[src/rtl/sdi12_rx_framer_echo_filter_macros.svh]
// Assertion macros used by the receive framer controller RTL.
`ifndef SDI12_RX_FRAMER_ECHO_FILTER_MACROS_SVH
`define SDI12_RX_FRAMER_ECHO_FILTER_MACROS_SVH

// Same-cycle implication, checked on every clock edge outside reset.
`define SDI12RXF_ASSERT_NOW(label, ante, cons, msg) \
  label: assert property (@(posedge clk) disable iff (!rst_n) (ante) |-> (cons)) \
    else $error(msg);

// Next-cycle implication, checked on every clock edge outside reset.
`define SDI12RXF_ASSERT_NEXT(label, ante, cons, msg) \
  label: assert property (@(posedge clk) disable iff (!rst_n) (ante) |=> (cons)) \
    else $error(msg);

`endif

[src/rtl/sdi12rxf_pkg.sv]
// ----------------------------------------------------------------------------
// sdi12rxf_pkg
// Shared constants, types and helpers of the SDI-12 receive framer.
// ----------------------------------------------------------------------------
package sdi12rxf_pkg;

  localparam int DEF_BUFFER_BYTES = 64;

  localparam logic [7:0] LF_BYTE   = 8'h0A;
  localparam logic [7:0] BANG_BYTE = 8'h21;
  localparam logic [6:0] CHAR_MASK = 7'h7F;
  localparam logic [3:0] CMD_MAX   = 4'd8;

  localparam int CMD_TEXT_W = 64;
  localparam int CMD_LEN_W  = 4;

  // Configuration register indexes.
  localparam logic CFG_IDX_TEXT   = 1'b0;
  localparam logic CFG_IDX_LENGTH = 1'b1;

  typedef struct packed {
    logic [CMD_TEXT_W-1:0] text;
    logic [CMD_LEN_W-1:0]  length;
  } sdi12rxf_cfg_t;

  // Command character i, first character in the lowest byte.
  function automatic logic [7:0] cmd_byte(logic [CMD_TEXT_W-1:0] text, int unsigned idx);
    logic [5:0] sel;
    sel = {idx[2:0], 3'b000};
    return text[sel +: 8];
  endfunction

endpackage

[src/rtl/sdi12_rx_framer_echo_filter.sv]
// ----------------------------------------------------------------------------
// sdi12_rx_framer_echo_filter
// SDI-12 receive framer: stores bus bytes, replays completed frames with
// parity stripped and drops the echo of the last command.
// ----------------------------------------------------------------------------
// Replay: the terminator beat that closes a frame moves the controller to
//   its emit state, whose first read of the frame store loads the first
//   character into the read register; an armed echo check runs before that.
// Throughput: one byte beat per cycle while the controller is idle; a
//   completed frame holds in_tready low while its characters are replayed
//   (plus any output stall) and while an armed echo check reads it back, both
//   through the single read port of the frame store.
// Reset: rst_n synchronous, active low; clears position, echo arm, output
//   valid and configuration. The frame store itself is not cleared.
module sdi12_rx_framer_echo_filter #(
  parameter int BUFFER_BYTES = sdi12rxf_pkg::DEF_BUFFER_BYTES
) (
  input  logic                                clk,
  input  logic                                rst_n,
  input  logic                                cfg_we,
  input  logic                                cfg_index,
  input  logic [sdi12rxf_pkg::CMD_TEXT_W-1:0] cfg_wdata,
  input  logic                                in_tvalid,
  output logic                                in_tready,
  input  logic [7:0]                          in_tdata,   // [7:0] rx_byte
  input  logic                                in_tuser,   // [0] action
  output logic                                out_tvalid,
  input  logic                                out_tready,
  output logic [7:0]                          out_tdata,  // [6:0] answer_char, [7] zero
  output logic                                out_tlast
);
  import sdi12rxf_pkg::*;

  localparam int AW = $clog2(BUFFER_BYTES);

  sdi12rxf_cfg_t cfg_r;

  logic          mem_we;
  logic [AW-1:0] mem_waddr;
  logic [7:0]    mem_wdata;
  logic          mem_re;
  logic [AW-1:0] mem_raddr;
  logic [7:0]    mem_rdata;

  always_ff @(posedge clk) begin
    if (!rst_n) begin
      cfg_r.text   <= '0;
      cfg_r.length <= CMD_LEN_W'(1);
    end else if (cfg_we) begin
      unique case (cfg_index)
        CFG_IDX_TEXT:   cfg_r.text   <= cfg_wdata;
        CFG_IDX_LENGTH: cfg_r.length <= cfg_wdata[CMD_LEN_W-1:0];
        default: ;
      endcase
    end
  end

  sdi12rxf_ctrl #(
    .BUFFER_BYTES (BUFFER_BYTES)
  ) u_ctrl (
    .clk        (clk),
    .rst_n      (rst_n),
    .cfg        (cfg_r),
    .in_tvalid  (in_tvalid),
    .in_tready  (in_tready),
    .in_tdata   (in_tdata),
    .in_tuser   (in_tuser),
    .out_tvalid (out_tvalid),
    .out_tready (out_tready),
    .out_tlast  (out_tlast),
    .mem_we     (mem_we),
    .mem_waddr  (mem_waddr),
    .mem_wdata  (mem_wdata),
    .mem_re     (mem_re),
    .mem_raddr  (mem_raddr),
    .mem_rdata  (mem_rdata)
  );

  sdi12rxf_store #(
    .BUFFER_BYTES (BUFFER_BYTES)
  ) u_store (
    .clk   (clk),
    .we    (mem_we),
    .waddr (mem_waddr),
    .wdata (mem_wdata),
    .re    (mem_re),
    .raddr (mem_raddr),
    .rdata (mem_rdata)
  );

  // The store's read register is the result register; strip parity here.
  assign out_tdata = {1'b0, mem_rdata[6:0] & CHAR_MASK};

endmodule

[src/rtl/sdi12rxf_store.sv]
// ----------------------------------------------------------------------------
// sdi12rxf_store
// Frame store: one write port, one read port with a registered read.
// ----------------------------------------------------------------------------
module sdi12rxf_store #(
  parameter int BUFFER_BYTES = 64
) (
  input  logic                            clk,
  input  logic                            we,
  input  logic [$clog2(BUFFER_BYTES)-1:0] waddr,
  input  logic [7:0]                      wdata,
  input  logic                            re,
  input  logic [$clog2(BUFFER_BYTES)-1:0] raddr,
  output logic [7:0]                      rdata
);

  logic [7:0] mem [BUFFER_BYTES];
  logic [7:0] rdata_r;

  always_ff @(posedge clk) begin
    if (we) begin
      mem[waddr] <= wdata;
    end
  end

  // The read register holds its value while no read is issued; it doubles
  // as the result register of the output channel.
  always_ff @(posedge clk) begin
    if (re) begin
      rdata_r <= mem[raddr];
    end
  end

  assign rdata = rdata_r;

endmodule

[src/rtl/sdi12rxf_ctrl.sv]
// ----------------------------------------------------------------------------
// sdi12rxf_ctrl
// Framing, echo check and replay sequencer around the frame store.
// ----------------------------------------------------------------------------
`include "sdi12_rx_framer_echo_filter_macros.svh"

module sdi12rxf_ctrl #(
  parameter int BUFFER_BYTES = 64
) (
  input  logic                            clk,
  input  logic                            rst_n,
  input  sdi12rxf_pkg::sdi12rxf_cfg_t     cfg,
  input  logic                            in_tvalid,
  output logic                            in_tready,
  input  logic [7:0]                      in_tdata,
  input  logic                            in_tuser,
  output logic                            out_tvalid,
  input  logic                            out_tready,
  output logic                            out_tlast,
  output logic                            mem_we,
  output logic [$clog2(BUFFER_BYTES)-1:0] mem_waddr,
  output logic [7:0]                      mem_wdata,
  output logic                            mem_re,
  output logic [$clog2(BUFFER_BYTES)-1:0] mem_raddr,
  input  logic [7:0]                      mem_rdata
);
  import sdi12rxf_pkg::*;

  localparam int AW = $clog2(BUFFER_BYTES);
  localparam int LW = (AW > CMD_LEN_W) ? AW : CMD_LEN_W;

  localparam logic [1:0] ST_IDLE  = 2'd0;
  localparam logic [1:0] ST_CHECK = 2'd1;
  localparam logic [1:0] ST_EMIT  = 2'd2;

  logic [1:0]    state_r, state_nxt;
  logic [AW-1:0] wp_r, wp_nxt;
  logic [AW-1:0] cut_len_r, cut_len_nxt;
  logic          zero_seen_r, zero_seen_nxt;
  logic          armed_r, armed_nxt;
  logic [AW-1:0] frm_len_r, frm_len_nxt;
  logic [AW-1:0] rd_idx_r, rd_idx_nxt;
  logic [AW-1:0] cmp_idx_r, cmp_idx_nxt;
  logic          chk_pend_r, chk_pend_nxt;
  logic          out_valid_r, out_valid_nxt;
  logic          out_last_r, out_last_nxt;

  logic          accept;
  logic          stored;
  logic          is_term;
  logic          char_zero;
  logic [AW-1:0] wp_inc;
  logic [AW-1:0] cut_after;
  logic [AW-1:0] len_m1;
  logic [3:0]    clen;
  logic          len_is_clen;
  logic          slot_free;
  logic          mismatch;
  logic          chk_issue;

  assign in_tready  = (state_r == ST_IDLE);
  assign accept     = in_tvalid && in_tready;
  assign out_tvalid = out_valid_r;
  assign out_tlast  = out_last_r;

  assign stored    = (wp_r < AW'(BUFFER_BYTES - 1));
  assign is_term   = (in_tdata == LF_BYTE) || (in_tdata == BANG_BYTE);
  assign char_zero = ((in_tdata[6:0] & CHAR_MASK) == 7'd0);
  assign wp_inc    = wp_r + AW'(1);
  assign len_m1    = frm_len_r - AW'(1);
  assign clen      = (cfg.length > CMD_MAX) ? CMD_MAX : cfg.length;
  assign slot_free = !out_valid_r || out_tready;

  // Cut length of the frame once the current byte is stored.
  always_comb begin
    if (wp_r == '0) begin
      cut_after = char_zero ? '0 : AW'(1);
    end else if (zero_seen_r || char_zero) begin
      cut_after = cut_len_r;
    end else begin
      cut_after = wp_inc;
    end
  end

  assign len_is_clen = (LW'(cut_after) == LW'(clen));
  assign mismatch    = chk_pend_r &&
                       ({1'b0, mem_rdata[6:0] & CHAR_MASK} !=
                        cmd_byte(cfg.text, int'(cmp_idx_r)));
  assign chk_issue   = (state_r == ST_CHECK) && !out_valid_r &&
                       (rd_idx_r < frm_len_r) && !mismatch;

  assign mem_we    = accept && !in_tuser && stored;
  assign mem_waddr = wp_r;
  assign mem_wdata = in_tdata;

  always_comb begin
    state_nxt     = state_r;
    wp_nxt        = wp_r;
    cut_len_nxt   = cut_len_r;
    zero_seen_nxt = zero_seen_r;
    armed_nxt     = armed_r;
    frm_len_nxt   = frm_len_r;
    rd_idx_nxt    = rd_idx_r;
    cmp_idx_nxt   = cmp_idx_r;
    chk_pend_nxt  = 1'b0;
    out_valid_nxt = out_valid_r && !out_tready;
    out_last_nxt  = out_last_r;
    mem_re        = 1'b0;
    mem_raddr     = rd_idx_r;

    unique case (state_r)
      ST_IDLE: begin
        if (accept) begin
          if (in_tuser) begin
            armed_nxt = 1'b1;
          end else if (!stored) begin
            wp_nxt = '0;
          end else begin
            wp_nxt        = wp_inc;
            cut_len_nxt   = cut_after;
            zero_seen_nxt = (wp_r == '0) ? char_zero : (zero_seen_r || char_zero);
            // A terminator closes the frame once at least two bytes are held.
            if (is_term && (wp_r != '0)) begin
              wp_nxt      = '0;
              frm_len_nxt = cut_after;
              armed_nxt   = 1'b0;
              rd_idx_nxt  = '0;
              cmp_idx_nxt = '0;
              if (cut_after == '0) begin
                state_nxt = ST_IDLE;
              end else if (armed_r && len_is_clen) begin
                state_nxt = ST_CHECK;
              end else begin
                state_nxt = ST_EMIT;
              end
            end
          end
        end
      end

      ST_CHECK: begin
        if (chk_issue) begin
          mem_re       = 1'b1;
          mem_raddr    = rd_idx_r;
          rd_idx_nxt   = rd_idx_r + AW'(1);
          chk_pend_nxt = 1'b1;
        end
        if (mismatch) begin
          state_nxt  = ST_EMIT;
          rd_idx_nxt = '0;
        end else if (chk_pend_r) begin
          cmp_idx_nxt = cmp_idx_r + AW'(1);
          // Every character matched: the frame is the command echo.
          if (cmp_idx_r == len_m1) begin
            state_nxt = ST_IDLE;
          end
        end
      end

      ST_EMIT: begin
        if (slot_free) begin
          mem_re        = 1'b1;
          mem_raddr     = rd_idx_r;
          rd_idx_nxt    = rd_idx_r + AW'(1);
          out_valid_nxt = 1'b1;
          out_last_nxt  = (rd_idx_r == len_m1);
          if (rd_idx_r == len_m1) begin
            state_nxt = ST_IDLE;
          end
        end
      end

      default: begin
        state_nxt = ST_IDLE;
      end
    endcase
  end

  always_ff @(posedge clk) begin
    if (!rst_n) begin
      state_r     <= ST_IDLE;
      wp_r        <= '0;
      cut_len_r   <= '0;
      zero_seen_r <= 1'b0;
      armed_r     <= 1'b0;
      chk_pend_r  <= 1'b0;
      out_valid_r <= 1'b0;
    end else begin
      state_r     <= state_nxt;
      wp_r        <= wp_nxt;
      cut_len_r   <= cut_len_nxt;
      zero_seen_r <= zero_seen_nxt;
      armed_r     <= armed_nxt;
      chk_pend_r  <= chk_pend_nxt;
      out_valid_r <= out_valid_nxt;
    end
  end

  always_ff @(posedge clk) begin
    frm_len_r  <= frm_len_nxt;
    rd_idx_r   <= rd_idx_nxt;
    cmp_idx_r  <= cmp_idx_nxt;
    out_last_r <= out_last_nxt;
  end

  `SDI12RXF_ASSERT_NOW(a_wp_in_range, 1'b1, wp_r <= AW'(BUFFER_BYTES - 1), "write position out of range")
  `SDI12RXF_ASSERT_NOW(a_cut_le_wp, wp_r != '0, cut_len_r <= wp_r, "cut length beyond stored bytes")
  `SDI12RXF_ASSERT_NOW(a_check_no_clobber, chk_issue, !out_valid_r, "echo check read over a pending result")
  `SDI12RXF_ASSERT_NOW(a_no_write_busy, state_r != ST_IDLE, !mem_we, "frame store written while replaying")
  `SDI12RXF_ASSERT_NOW(a_emit_in_frame, state_r == ST_EMIT, rd_idx_r < frm_len_r, "replay index past frame length")

endmodule

[config.mk]
export PLATFORM = sky130hd
export DESIGN_NAME = sdi12_rx_framer_echo_filter
export DESIGN_NICKNAME = d
export VERILOG_FILES = /design/src/rtl/sdi12rxf_pkg.sv /design/src/rtl/sdi12_rx_framer_echo_filter.sv /design/src/rtl/sdi12rxf_store.sv /design/src/rtl/sdi12rxf_ctrl.sv
export VERILOG_INCLUDE_DIRS = /design/src /design/src/rtl
export SDC_FILE = /design/constraint.sdc
export NUM_CORES = 1
export LEC_CHECK = 0
export ABC_AREA = 0
export BUFFER_PORTS_ARGS = -buffer_cell sky130_fd_sc_hd__buf_4
export CAP_MARGIN = 20
export CORE_UTILIZATION = 45
export CTS_CLUSTER_DIAMETER = 120
export DETAILED_ROUTE_END_ITERATION = 6
export GPL_TIMING_DRIVEN = 0
export PLACE_DENSITY = 0.71
export REMOVE_ABC_BUFFERS = 1
export SETUP_SLACK_MARGIN = 0.15
export SLEW_MARGIN = 30
export SYNTH_ARGS = -nofsm -noshare
export SYNTH_HDL_FRONTEND = slang
export SYNTH_HIERARCHICAL = 1
export SYNTH_SLANG_ARGS = --single-unit
export TNS_END_PERCENT = 100
[constraint.sdc]
create_clock -name clk -period 5.75 [get_ports clk]
set_input_delay 0.575 -clock clk [delete_from_list [all_inputs] [get_ports clk]]
set_output_delay 0.575 -clock clk [all_outputs]
set_load 0.01 [all_outputs]
======== After elaboration in Yosys (flattened, before gate mapping) ========
Memory sizes are Yosys's and may differ from the RTL's. A register that Yosys moved wholly into a read port is not among the register bits.
Cells that the tools add are included.
cells by class
  $add $sub $neg .......................... 4
  magnitude comparators ................... 3
  reduce and logical (&&, ||, !) cells .... 37
  equal/unequal tests ..................... 19
  shifts and indexed selects .............. 1
  bitwise operators ....................... 2
  mux-type cells .......................... 40
operators with widths
  kind                                                                    count
  6-bit 2-to-1 mux                                                        13
  64-bit by 7-bit indexed part select with 8-bit output                   1
  2-bit 2-to-1 mux                                                        11
  6-bit by 1-bit adder with 6-bit output (second input constant)          3
  6-bit one-hot mux with 3 select lines                                   1
  7-bit AND reduction                                                     2
  6-bit equality test                                                     2
  6-bit logical NOT                                                       2
  6-bit one-hot mux with 2 select lines                                   1
  1-bit 2-to-1 mux                                                        11
  1-bit logical AND                                                       10
  2-bit != test (second input constant)                                   5
  8-bit by 4-bit equality test with 1-bit output (second input constant)  1
  8-bit by 6-bit equality test with 1-bit output (second input constant)  1
  7-bit by 8-bit != test with 1-bit output                                1
  2-bit AND reduction                                                     4
  4-bit AND reduction                                                     2
  8-bit AND reduction                                                     1
  7-bit logical NOT                                                       1
  6-bit by 4-bit equality test with 1-bit output                          1
  6-bit less-than comparator                                              1
  6-bit less-than comparator (second input constant)                      1
  2-bit by 1-bit != test with 1-bit output (second input constant)        3
  3-bit by 1-bit != test with 1-bit output (second input constant)        2
  other kinds (17)                                                        25
word-level totals
  input port bits ......................... 79
  RAM bits ................................ 512
  memories kept ........................... 1
  bits in registers ....................... 105
  output and inout port bits .............. 11
memories
  memory       depth  width  read ports  clocked after memory_dff  write ports  line                  RTL
  u_store.mem  64     8      1           1                         1            sdi12rxf_store.sv:17  logic [7:0] mem [BUFFER_BYTES];

======== Longest topological paths before layout ========
Gate-level depths: netlist (run 1).
  depth after elaboration ................. 13
  gate-level depth with buffers ........... 11

======== Cells and area by module ========
The synthesis (run 1) kept the hierarchy.
modules (own cells, without submodules)
  module                       cells an instance  area an instance (µm²)  instances
  sdi12rxf_store               940                20,246.9                1
  sdi12rxf_ctrl                336                3,201.8                 1
  sdi12_rx_framer_echo_filter  296                2,798.9                 1

======== Worst setup path before layout (run 1) ========
OpenSTA, ideal clock, no wires.
  path type ............................... flip-flop to flip-flop
  start point ............................. reg u_ctrl.wp_r[0], in the netlist u_ctrl/mem_waddr[0]
  end point ............................... mem u_store.mem[62][0] (enable)
  clock period less this slack ............ 2,911 ps
  buffers on the path ..................... 1
  slack ................................... 2,839 ps
  arrival time ............................ 2,540 ps
  library setup time ...................... 370 ps
  stages on the path, launching flop included .. 9
  cells stage by stage .................... dfxtp_1 -> ha_1 -> and3_1 -> nand3_1 -> nor2b_1 -> clkbuf_1 -> nor2b_1 -> nand3_1 -> nor2_1
between the ends
  longest elaborated chain between the ends .. 4
ends and longest elaborated chain
  element                                 line                               RTL
  start: declaration                      sdi12rxf_ctrl.sv:37                logic [AW-1:0] wp_r, wp_nxt;
  start signal: assignment                sdi12rxf_ctrl.sv:190               wp_r <= wp_nxt;
  6-bit less-than comparator              sdi12rxf_ctrl.sv:66                assign stored = (wp_r < AW'(BUFFER_BYTES - 1));
  1-bit logical AND                       sdi12rxf_ctrl.sv:92                assign mem_we = accept && !in_tuser && stored;
  via mem_we                              sdi12_rx_framer_echo_filter.sv:38  logic mem_we;
  1-bit 2-to-1 mux                        sdi12rxf_store.sv:21               if (we) begin
  1-bit 2-to-1 mux (not written as such)  sdi12rxf_store.sv:22               mem[waddr] <= wdata;
  end: declaration                        sdi12rxf_store.sv:17
The timed path passes the listed nets, and every way through them passes these cells.

======== Final worst setup path (run 1) ========
  start point ............................. reg u_ctrl.wp_r[1], in the netlist u_ctrl/mem_waddr[1]
  end point ............................... mem u_store.mem[30][1] (enable)
Same word-level chain as after synthesis.

==> impl_metrics.env, run 1 <==
export IMPL_ir_worst_vdd_v=0.000228
export IMPL_hold_buffers=0
export IMPL_antenna_found_initial=0
export IMPL_outcome="completed"
export IMPL_root_buffer="clkbuf_16"
export IMPL_grt_overflow=0
export IMPL_avgSynthCellArea_um2=16.1
export IMPL_h_tree_depth=2
export IMPL_hold_slack_ps=222
export IMPL_ctsLongestPathBuffers=3
export IMPL_cts_resized=0
export IMPL_setup_slack_ps=1780
export IMPL_chipHeight_um=232
export IMPL_place_gp_congestion=0.813
export IMPL_r2r_worst_path_cells=7
export IMPL_antenna_cells=0
export IMPL_vias=13200
export IMPL_fin_crit_sh_pct=69.0
export IMPL_timing_hold_violations_final=0
export IMPL_first_global_vias=13200
export IMPL_min_path_type="primary input to flop"
export IMPL_critical_path_startpoint="u_ctrl/mem_waddr[1]"
export IMPL_dr_pass1_iters=5
export IMPL_cts_setup_buffers=0
export IMPL_grt_max_degree=153
export IMPL_worst_pin_slew_ps=896
export IMPL_cts_buffers=54
export IMPL_cts_tree="yes"
export IMPL_syn_inst=1477
export IMPL_start_kind="flop"
export IMPL_nNetsFinal=1660
export IMPL_avgViaCountPerCell=5.77
export IMPL_finalMaxSlewViolations=0
export IMPL_fp_dieW_um=232
export IMPL_finalCriticalPeriod_ps=3970
export IMPL_endpoint="u_store/mem[30][1]"
export IMPL_io_pins=90
export IMPL_numClockSinks=560
export IMPL_rr_startpoint="u_ctrl/mem_waddr[1]"
export IMPL_drive_gt1_share_pct=21.9
export IMPL_hpwl_mm=33.4
export IMPL_end_kind="flop"
export IMPL_start_util_pct=46.0
export IMPL_ys_warn_count=6
export IMPL_drt_iter0_drc=1245
export IMPL_grtUsageTotal_pct=19.4
export IMPL_setup_viol=0
export IMPL_die_area_um2=53800
export IMPL_finalCoreUtilization_pct=52.2
export IMPL_rsz0062_at_grt="false"
export IMPL_skew_ps=32.7
export IMPL_critPathRequiredTime_ps=6000
export IMPL_fmax_mhz=252
export IMPL_routedWlPerCell_um=22.6
export IMPL_cp_max_fo=19
export IMPL_drv_cap=0
export IMPL_max_slew_margin_rel_pct=39.5
export IMPL_grt_pass1_wl_mm=78.8
export IMPL_clkLatencyLatePin_ps=630
export IMPL_synthToLayoutAreaGrowth_pct=13.6
export IMPL_routed_wl_mm=51.6
export IMPL_powerDensity_nw_per_um2=309
export IMPL_path_class="flop to flop"
export IMPL_synthesis_area_um2=23800
export IMPL_r2r_setup_slack_ps=1780
export IMPL_drc=0
export IMPL_row_count=83
export IMPL_arrival_ps=4220
export IMPL_port_buffers=88
export IMPL_power_total_uw=8350
export IMPL_timing_rr_end="u_store/mem[30][1]"
export IMPL_ant_nets=0
export IMPL_leakagePower_uw=0.00877
export IMPL_pre_cts_ws_ps=1820
export IMPL_core_area_um2=51800
export IMPL_clk_pin_slew_ps=60
==> metal layers <==
metal  vias to the layer above  wire length (um)  global-route usage (%)
li1                       5859                 -                       -
met1                      6689             21700                    26.9
met2                       539             24600                    31.3
met3                        94              4100                    3.24
met4                         0              1210                    5.90
met5                         -                 0                       0
==> where the power goes <==
part / total [uW] / leakage, uW / switching (uW) / internal (uW)
sequential: 4440 / 0.00500 / 19.0 / 4430
clock: 3660 / 0.000898 / 1510 / 2150
combinational: 249 / 0.00287 / 150 / 98.8
total: 8350 / 0.00877 / 1680 / 6680
==> flip-flops by register name (all words and copies together) (netlist names) <==
register and flops:
u_ctrl/out_tlast 1, u_ctrl/armed_r 1, u_ctrl/out_tvalid 1, cfg_r 68
u_ctrl/frm_len_r 6, u_ctrl/zero_seen_r 1, u_store/mem 448, u_ctrl/rd_idx_r 6
u_ctrl/cmp_idx_r 6, u_store/rdata 7, u_ctrl/cut_len_r 6, u_ctrl/chk_pend_r 1
u_ctrl/mem_waddr 6, u_ctrl/state_r 2
==> layout by cell type, fill, tap and decap left out, types with 7 or more instances in the layout <==
cell and n:
edfxtp_1 474, o21a_1 8, nor2_1 113, nor2b_1 29
buf_6 18, nand3_1 26, bufinv_16 9, dfxtp_1 86
mux2i_1 115, clkbuf_16 55, clkinv_1 7, inv_1 21
buf_4 87, ha_1 15, xnor2_1 19, nor3_1 12
nand2b_1 10, clkbuf_1 8, clkinv_2 12, o21ai_0 8
mux2_2 13, xor2_1 8, a21oi_1 9, buf_8 17
mux4_2 113, o22ai_1 9, nand2_1 164, a22oi_1 12
==> area by class of cell <==
class,count,area [um2]
fillers,4093,24800
repair buffers,127,1230
well taps,680,851
inverters,21,78.8
clock inverters,32,420
flip-flops and latches,560,16000
clock buffers,63,1410
multi-input cells,802,7110
==> through the flow <==
stage               TNS (ps)  area [um2]  instances
finish                     0       27100       2285
global route               0       27100       2285
CTS                        0       27100       2285
detailed placement         0       25200       2190
global placement      -64650       24600       2151
floorplan              -5350       23100       1383
==> how the worst min path moves through the flow <==
stage	depth (start not counted)	to	from	slack [ps]
4_1_cts	3	cfg_r[42]	cfg_wdata[38]	190
5_1_grt	3	cfg_r[50]	cfg_wdata[46]	210
3_3_place_gp	2	cfg_r[17]	cfg_r[17]	440
2_1_floorplan	2	cfg_r[15]	cfg_r[15]	430
3_5_place_dp	2	cfg_r[12]	cfg_r[12]	450
6_report	3	cfg_r[48]	cfg_wdata[44]	220
==> worst max-delay path, cell delays in order, from the launching register on <==
cell and delay (ps):
dfxtp_1 500, ha_1 340, and3_1 250, nand3_1 110
nor2b_2 750, nor2b_1 350, nand3_1 500, nor2_1 800
Note: power is estimated with default switching activity, not from simulation.
==> run 2, diff against run 1 <==
--- a/config.mk
+++ b/config.mk
@@ -6,14 +6,14 @@
 export SDC_FILE = /design/constraint.sdc
 export NUM_CORES = 1
 export LEC_CHECK = 0
-export ABC_AREA = 0
+export ABC_AREA = 1
 export BUFFER_PORTS_ARGS = -buffer_cell sky130_fd_sc_hd__buf_4
 export CAP_MARGIN = 20
 export CORE_UTILIZATION = 45
 export CTS_CLUSTER_DIAMETER = 120
 export DETAILED_ROUTE_END_ITERATION = 6
 export GPL_TIMING_DRIVEN = 0
-export PLACE_DENSITY = 0.71
+export PLACE_DENSITY = 0.73
 export REMOVE_ABC_BUFFERS = 1
 export SETUP_SLACK_MARGIN = 0.15
 export SLEW_MARGIN = 30
==> constraint.sdc (replaced) <==
create_clock -name clk -period 3.2 [get_ports clk]
set_input_delay 0.32 -clock clk [delete_from_list [all_inputs] [get_ports clk]]
set_output_delay 0.32 -clock clk [all_outputs]
set_load 0.01 [all_outputs]
==> run 2 against run 1 <==
The run now ends with design-rule violations left; die area grew 5.8%; total power is 79% higher; synthesized cell count increased by 76%; core utilization fell by 0.080 points; critical path depth grew 3; sequential power grew 81%; first-iteration DRC count up 59%; register-to-register slack got worse by 1500 ps; fmax increased by 34%; cell area rose by 6.4%; flip-flop and latch count is the same; critical endpoint is now u_store/mem[47][3]; highest routed layer unchanged.
==> impl_metrics.env, run 2 <==
export IMPL_avgSynthCellArea_um2=9.71
export IMPL_fp_dieW_um=239
export IMPL_power_total_uw=15000
export IMPL_crit_chain="ha_1, nand3_1, nor2_1, inv_1, o211ai_1, nor2_4, buf_12, nand4_1, buf_4, nor2_1"
export IMPL_arrival_ps=3220
export IMPL_hp_start="cfg_wdata[3]"
export IMPL_cts_buffers=55
export IMPL_drive_gt1_share_pct=10.7
export IMPL_globalRouteMet2Util_pct=35.4
export IMPL_ant_nets=0
export IMPL_start_util_pct=45.7
export IMPL_cts_tree="yes"
export IMPL_max_slew_margin_rel_pct=44.6
export IMPL_routed_wl_mm=62.9
export IMPL_antenna_found_initial=0
export IMPL_seqPwrFrac_pct=53.7
export IMPL_dr_pass1_iters=7
export IMPL_fmax_mhz=337
export IMPL_skew_ps=57.4
export IMPL_timing_hold_violations_final=0
export IMPL_r2r_setup_slack_ps=240
export IMPL_end_kind="flop"
export IMPL_grt_pass1_wl_mm=96.1
export IMPL_timing_rr_end="u_store/mem[47][3]"
export IMPL_ys_warn_count=6
export IMPL_outcome="finished, violations left"
export IMPL_avgViaCountPerCell=5.42
export IMPL_critical_path_depth=10
export IMPL_first_global_vias=17700
export IMPL_grt_max_degree=80
export IMPL_largest_reg_flops=448
export IMPL_start_kind="flop"
export IMPL_whs_path_depth=3
export IMPL_io_pins=90
export IMPL_place_gp_congestion=0.898
export IMPL_root_buffer="clkbuf_16"
export IMPL_min_to="cfg_r[3]"
export IMPL_syn_inst=2594
export IMPL_critPathRequiredTime_ps=3450
export IMPL_fin_crit_sh_pct=92.6
export IMPL_die_area_um2=56900
export IMPL_antenna_cells=0
export IMPL_grt_busiest_layer="met2"
export IMPL_clkLatencyLatePin_ps=650
export IMPL_final_cell_mix="803 x nand2_1, 515 x nand3_1, 474 x edfxtp_1"
export IMPL_synthesis_area_um2=25200
export IMPL_power_switching_uw=3280
export IMPL_finalCoreUtilization_pct=52.1
export IMPL_path_class="flop to flop"
export IMPL_core_area_um2=55200
export IMPL_ir_worst_vdd_v=0.000524
export IMPL_switching_share_pct=21.9
export IMPL_final_common_cell="nand2_1"
export IMPL_setup_viol=0
export IMPL_chipHeight_um=239
export IMPL_rr_startpoint="u_ctrl/mem_waddr[1]"
export IMPL_crit_family="simple AND/OR/NAND/NOR gates"
export IMPL_r2r_worst_path_cells=10
export IMPL_leakagePower_uw=0.0113
export IMPL_internal_power_uw=11700
export IMPL_vias=18700
export IMPL_clk_pin_slew_ps=60
export IMPL_nFillCells=4701
export IMPL_met3_usage_pct=3.44
export IMPL_ctsLongestPathBuffers=3
export IMPL_port_buffers=88
export IMPL_cp_max_fo=13
export IMPL_grt_overflow=0
export IMPL_grtUsageTotal_pct=21.5
export IMPL_finalCriticalPeriod_ps=2960
export IMPL_max_stage_delay_ps=540
export IMPL_routedWlPerCell_um=18.2
export IMPL_worst_pin_slew_ps=831
export IMPL_drc=2
export IMPL_violations="design-rule violations"
export IMPL_row_count=86
export IMPL_rsz0062_at_grt="false"
export IMPL_numClockSinks=560
export IMPL_nNetsFinal=2760
export IMPL_min_path_type="primary input to flop"
export IMPL_drv_cap=0
export IMPL_synthToLayoutAreaGrowth_pct=14.2
export IMPL_hpwl_mm=36.7
export IMPL_cp_slowest_cell="nor2_1"
export IMPL_pwr_share_clk_pct=41.8
export IMPL_drt_iter0_drc=1978
export IMPL_comb_power_share_pct=4.5
export IMPL_h_tree_depth=2
export IMPL_crit_top_cell="nor2_1"
export IMPL_path_buf_inv=3
export IMPL_use_met1_pct=28.7
export IMPL_powerDensity_nw_per_um2=520
export IMPL_regMostFlops="u_store/mem"
export IMPL_finalMaxSlewViolations=0
## run 2: cell count changes in the layout (fill, tap and decap cells not counted), moves of 29 or more
cell | before | now
nand3_1 | 26 | 515
nor2b_1 | 29 | 0
nor2_1 | 113 | 214
nand2_1 | 164 | 803
inv_1 | 21 | 181
mux4_2 | 113 | 0
mux2i_1 | 115 | 0
## run 2: per-layer routing
metal,wire length [um],vias to the layer above
met1,25600,8830
met2,29500,941
met3,5690,149
met4,2100,0
li1,-,8801
met5,0,-
## run 2: area by class of cell
type / count / area, um2 / area share (%)
Sequential cell: 560 / 16000 / 55.4
Inverter: 189 / 753 / 2.62
Timing Repair inverter: 2 / 22.5 / 0.0783
Multi-Input combinational cell: 1685 / 7590 / 26.4
Timing Repair Buffer: 173 / 1790 / 6.23
Clock buffer: 64 / 1410 / 4.90
Clock inverter: 35 / 318 / 1.10
Tap cell: 748 / 936 / 3.25
## run 2: power groups by stage
stage	Clock [uW]	Combinational (uW)	Sequential [uW]
global route	6600	750	8030
finish	6260	679	8030
floorplan	0	304	8170
detailed placement	0	630	8180
global placement	0	587	8190
CTS	6360	663	8030
## run 2: repair_timing
| item | in CTS | in global routing |
|---|---|---|
| resized for setup | 41 | 14 |
| cloned | 4 | 4 |
| endpoints found under the setup margin | 480 | 68 |
| pin swaps | 10 | 1 |
| hold buffers | 17 | 0 |
| setup buffers | 16 | 13 |
| endpoints found under the hold margin | 18 | 0 |
## run 2: worst max-delay path by stage
stage | startpoint | end | slack [ps]
global route | u_ctrl/rd_idx_r[0] | u_store/rdata[1] | 150
finish | u_ctrl/mem_waddr[1] | u_store/mem[47][3] | 240
CTS | u_ctrl/rd_idx_r[0] | u_store/rdata[3] | 190
detailed placement | u_ctrl/mem_waddr[0] | u_store/mem[15][3] | -760
global placement | u_ctrl/rd_idx_r[0] | u_store/rdata[2] | -7510
floorplan | u_ctrl/rd_idx_r[0] | u_store/rdata[0] | -3170
## run 2: worst min-delay path, cell delays in order
cell	delay, ps
buf_4	90
o21ai_0	100
nor2_1	100
## run 2: metrics by stage
stage | instance area [um2] | setup WS, ps | hold slack, ps | setup TNS, ps | std cells
5_1_grt | 28800 | 155 | 20.7 | 0 | 3456
6_report | 28800 | 236 | 23.4 | 0 | 3456
3_3_place_gp | 25700 | -7510 | 467 | -502730 | 3269
2_1_floorplan | 24100 | -3170 | 404 | -63730 | 2433
4_1_cts | 28500 | 188 | 0.387 | 0 | 3439
3_5_place_dp | 26300 | -761 | 474 | -268760 | 3303
==> run 3, diff against run 2 <==
--- a/config.mk
+++ b/config.mk
@@ -10,10 +10,11 @@
 export BUFFER_PORTS_ARGS = -buffer_cell sky130_fd_sc_hd__buf_4
 export CAP_MARGIN = 20
 export CORE_UTILIZATION = 45
+export CTS_BUF_LIST = sky130_fd_sc_hd__clkbuf_8
 export CTS_CLUSTER_DIAMETER = 120
 export DETAILED_ROUTE_END_ITERATION = 6
 export GPL_TIMING_DRIVEN = 0
-export PLACE_DENSITY = 0.73
+export PLACE_DENSITY = 0.71
 export REMOVE_ABC_BUFFERS = 1
 export SETUP_SLACK_MARGIN = 0.15
 export SLEW_MARGIN = 30
==> constraint.sdc (replaced) <==
create_clock -name clk -period 3.6 [get_ports clk]
set_input_delay 0.36 -clock clk [delete_from_list [all_inputs] [get_ports clk]]
set_output_delay 0.36 -clock clk [all_outputs]
set_load 0.01 [all_outputs]
==> run 3 against run 2 <==
Highest routed layer unchanged; critical endpoint is now u_store/rdata[3]; clock power down 20%; critical path depth up 3; sequential power down 11%; count of clock-buffer cells in the layout up 28; core utilization down 0.43 points; routed wire length down 3.7%; setup slack better by 92 ps; total power down 15%; the flow now finishes without violations; first-iteration DRC count down 12%; register-to-register slack better by 90 ps; critical path type unchanged; cell area down 0.82%; fmax down 9.4%.
==> impl_metrics.env, run 3 (same netlist as run 2, synthesis figures left out) <==
export IMPL_outcome="completed"
export IMPL_drive_gt1_share_pct=10.7
export IMPL_hpwl_mm=36.5
export IMPL_dr_pass1_iters=6
export IMPL_grt_busiest_layer="met2"
export IMPL_io_pins=90
export IMPL_antenna_found_initial=0
export IMPL_cp_max_fo=78
export IMPL_start_kind="flop"
export IMPL_skew_ps=31.0
export IMPL_drc=0
export IMPL_worst_pin_slew_ps=887
export IMPL_cts_buffers=88
export IMPL_fin_crit_sh_pct=90.9
export IMPL_final_cell_mix="805 x nand2_1, 517 x nand3_1, 474 x edfxtp_1"
export IMPL_ir_worst_vdd_v=0.000424
export IMPL_final_common_cell="nand2_1"
export IMPL_dpl_cell_count=3306
export IMPL_cts_tree="yes"
export IMPL_place_gp_congestion=0.896
export IMPL_h_tree_depth=3
export IMPL_clk_pin_slew_ps=60
export IMPL_finalCriticalPeriod_ps=3270
export IMPL_antenna_cells=0
export IMPL_hold_slack_ps=36.7
export IMPL_routed_wl_mm=60.6
export IMPL_avgViaCountPerCell=5.28
export IMPL_use_met1_pct=28.2
export IMPL_max_slew_margin_rel_pct=40.9
export IMPL_start_util_pct=45.7
export IMPL_grtUsageTotal_pct=21.1
export IMPL_vias=18600
export IMPL_nNetsFinal=2801
export IMPL_fin_cells=3525
export IMPL_setup_viol=0
export IMPL_path_class="flop to flop"
export IMPL_max_stage_delay_ps=660
export IMPL_synthToLayoutAreaGrowth_pct=13.3
export IMPL_powerDensity_nw_per_um2=447
export IMPL_clkLatencyLatePin_ps=670
export IMPL_grt_pass1_wl_mm=94.4
export IMPL_grt_max_degree=129
export IMPL_port_buffers=88
export IMPL_cp_slowest_cell="edfxtp_1"
export IMPL_drv_cap=0
export IMPL_rsz0062_at_grt="false"
export IMPL_die_area_um2=56900
export IMPL_largest_reg_flops=448
export IMPL_regMostFlops="u_store/mem"
export IMPL_min_path_type="primary input to flop"
export IMPL_chipHeight_um=239
export IMPL_timing_hold_violations_final=0
export IMPL_end_kind="flop"
export IMPL_routedWlPerCell_um=17.2
export IMPL_ctsLongestPathBuffers=3
export IMPL_critPathRequiredTime_ps=3980
export IMPL_first_global_vias=17600
export IMPL_crit_top_cell="nand3_1"
export IMPL_drt_iter0_drc=1733
export IMPL_ant_nets=0
export IMPL_arrival_ps=3660
export IMPL_leakagePower_uw=0.0113
export IMPL_finalMaxSlewViolations=0
export IMPL_fmax_mhz=306
export IMPL_core_area_um2=55200
export IMPL_met3_usage_pct=4.21
export IMPL_root_buffer="clkbuf_8"
export IMPL_numClockSinks=560
export IMPL_fp_dieW_um=239
export IMPL_globalRouteMet2Util_pct=34.2
export IMPL_row_count=86
export IMPL_crit_chain="buf_6, buf_8, buf_8, buf_8, inv_6, buf_16, nand3_1, nand3_1, nand2_1, nand2_1, nand3_1, nand3_1, nand2_1"
export IMPL_power_total_uw=12700
export IMPL_grt_overflow=0
run 3: cell count changes in the layout (fill, tap and decap cells not counted), moves of 9 or more:
cell,before,now
dlygate4sd3_1,17,43
clkbuf_16,58,0
buf_12,9,0
inv_1,181,213
nor2_2,27,18
buf_4,114,103
clkbuf_1,9,0
clkbuf_8,0,92
run 3: metal layers:
metal  share of wire, %  wire length [um]
met2                 47             28500
met1                 41             25100
met4                3.0              1830
met3                8.7              5250
met5                  0                 0
run 3: cell type report:
class	instances	area, um2
fillers	4788	26700
flip-flops and latches	560	16000
multi-input cells	1684	7540
repair buffers	184	1760
clock buffers	92	1270
well taps	748	936
inverters	189	732
clock inverters	68	360
run 3: worst paths after layout:
check / from / to / slack (ps) / depth (start not counted)
min: cfg_wdata[28] / cfg_r[32] / 40 / 5
max reg2reg: u_ctrl/rd_idx_r[1] / u_store/rdata[3] / 330 / 13
min reg2reg: cfg_r[5] / cfg_r[5] / 480 / 2
max: u_ctrl/rd_idx_r[1] / u_store/rdata[3] / 330 / 13
run 3: what timing repair did:
action,in CTS,in global routing
gates cloned,0,0
endpoints found under the hold margin,45,0
setup buffers,13,3
gates resized for setup,13,7
hold buffers,43,0
endpoints found under the setup margin,434,120
pin swaps,6,1
run 3: critical path: cells and delay by family, from the launching register on:
| family | cells | cell delay (ps) |
|---|---|---|
| buffers and inverters | 6 | 1370 |
| flip-flops | 1 | 660 |
| AND/OR/NAND/NOR | 7 | 910 |
run 3: power breakdown:
group | internal (uW) | switching, uW | total (uW) | leakage (uW)
clock | 2530 | 2470 | 5000 | 0.000965
combinational | 217 | 392 | 609 | 0.00540
sequential | 7090 | 44.4 | 7140 | 0.00499
run 3: metrics by stage:
stage               TNS (ps)  area [um2]  setup WS, ps  util, %
global placement     -325660       25700         -7340     46.5
detailed placement    -47410       26300          -221     47.6
finish                     0       28500           328     51.7
floorplan             -51730       24100         -2770        -
global route               0       28500           219     51.7
CTS                    -9.22       28500         -1.78     51.6
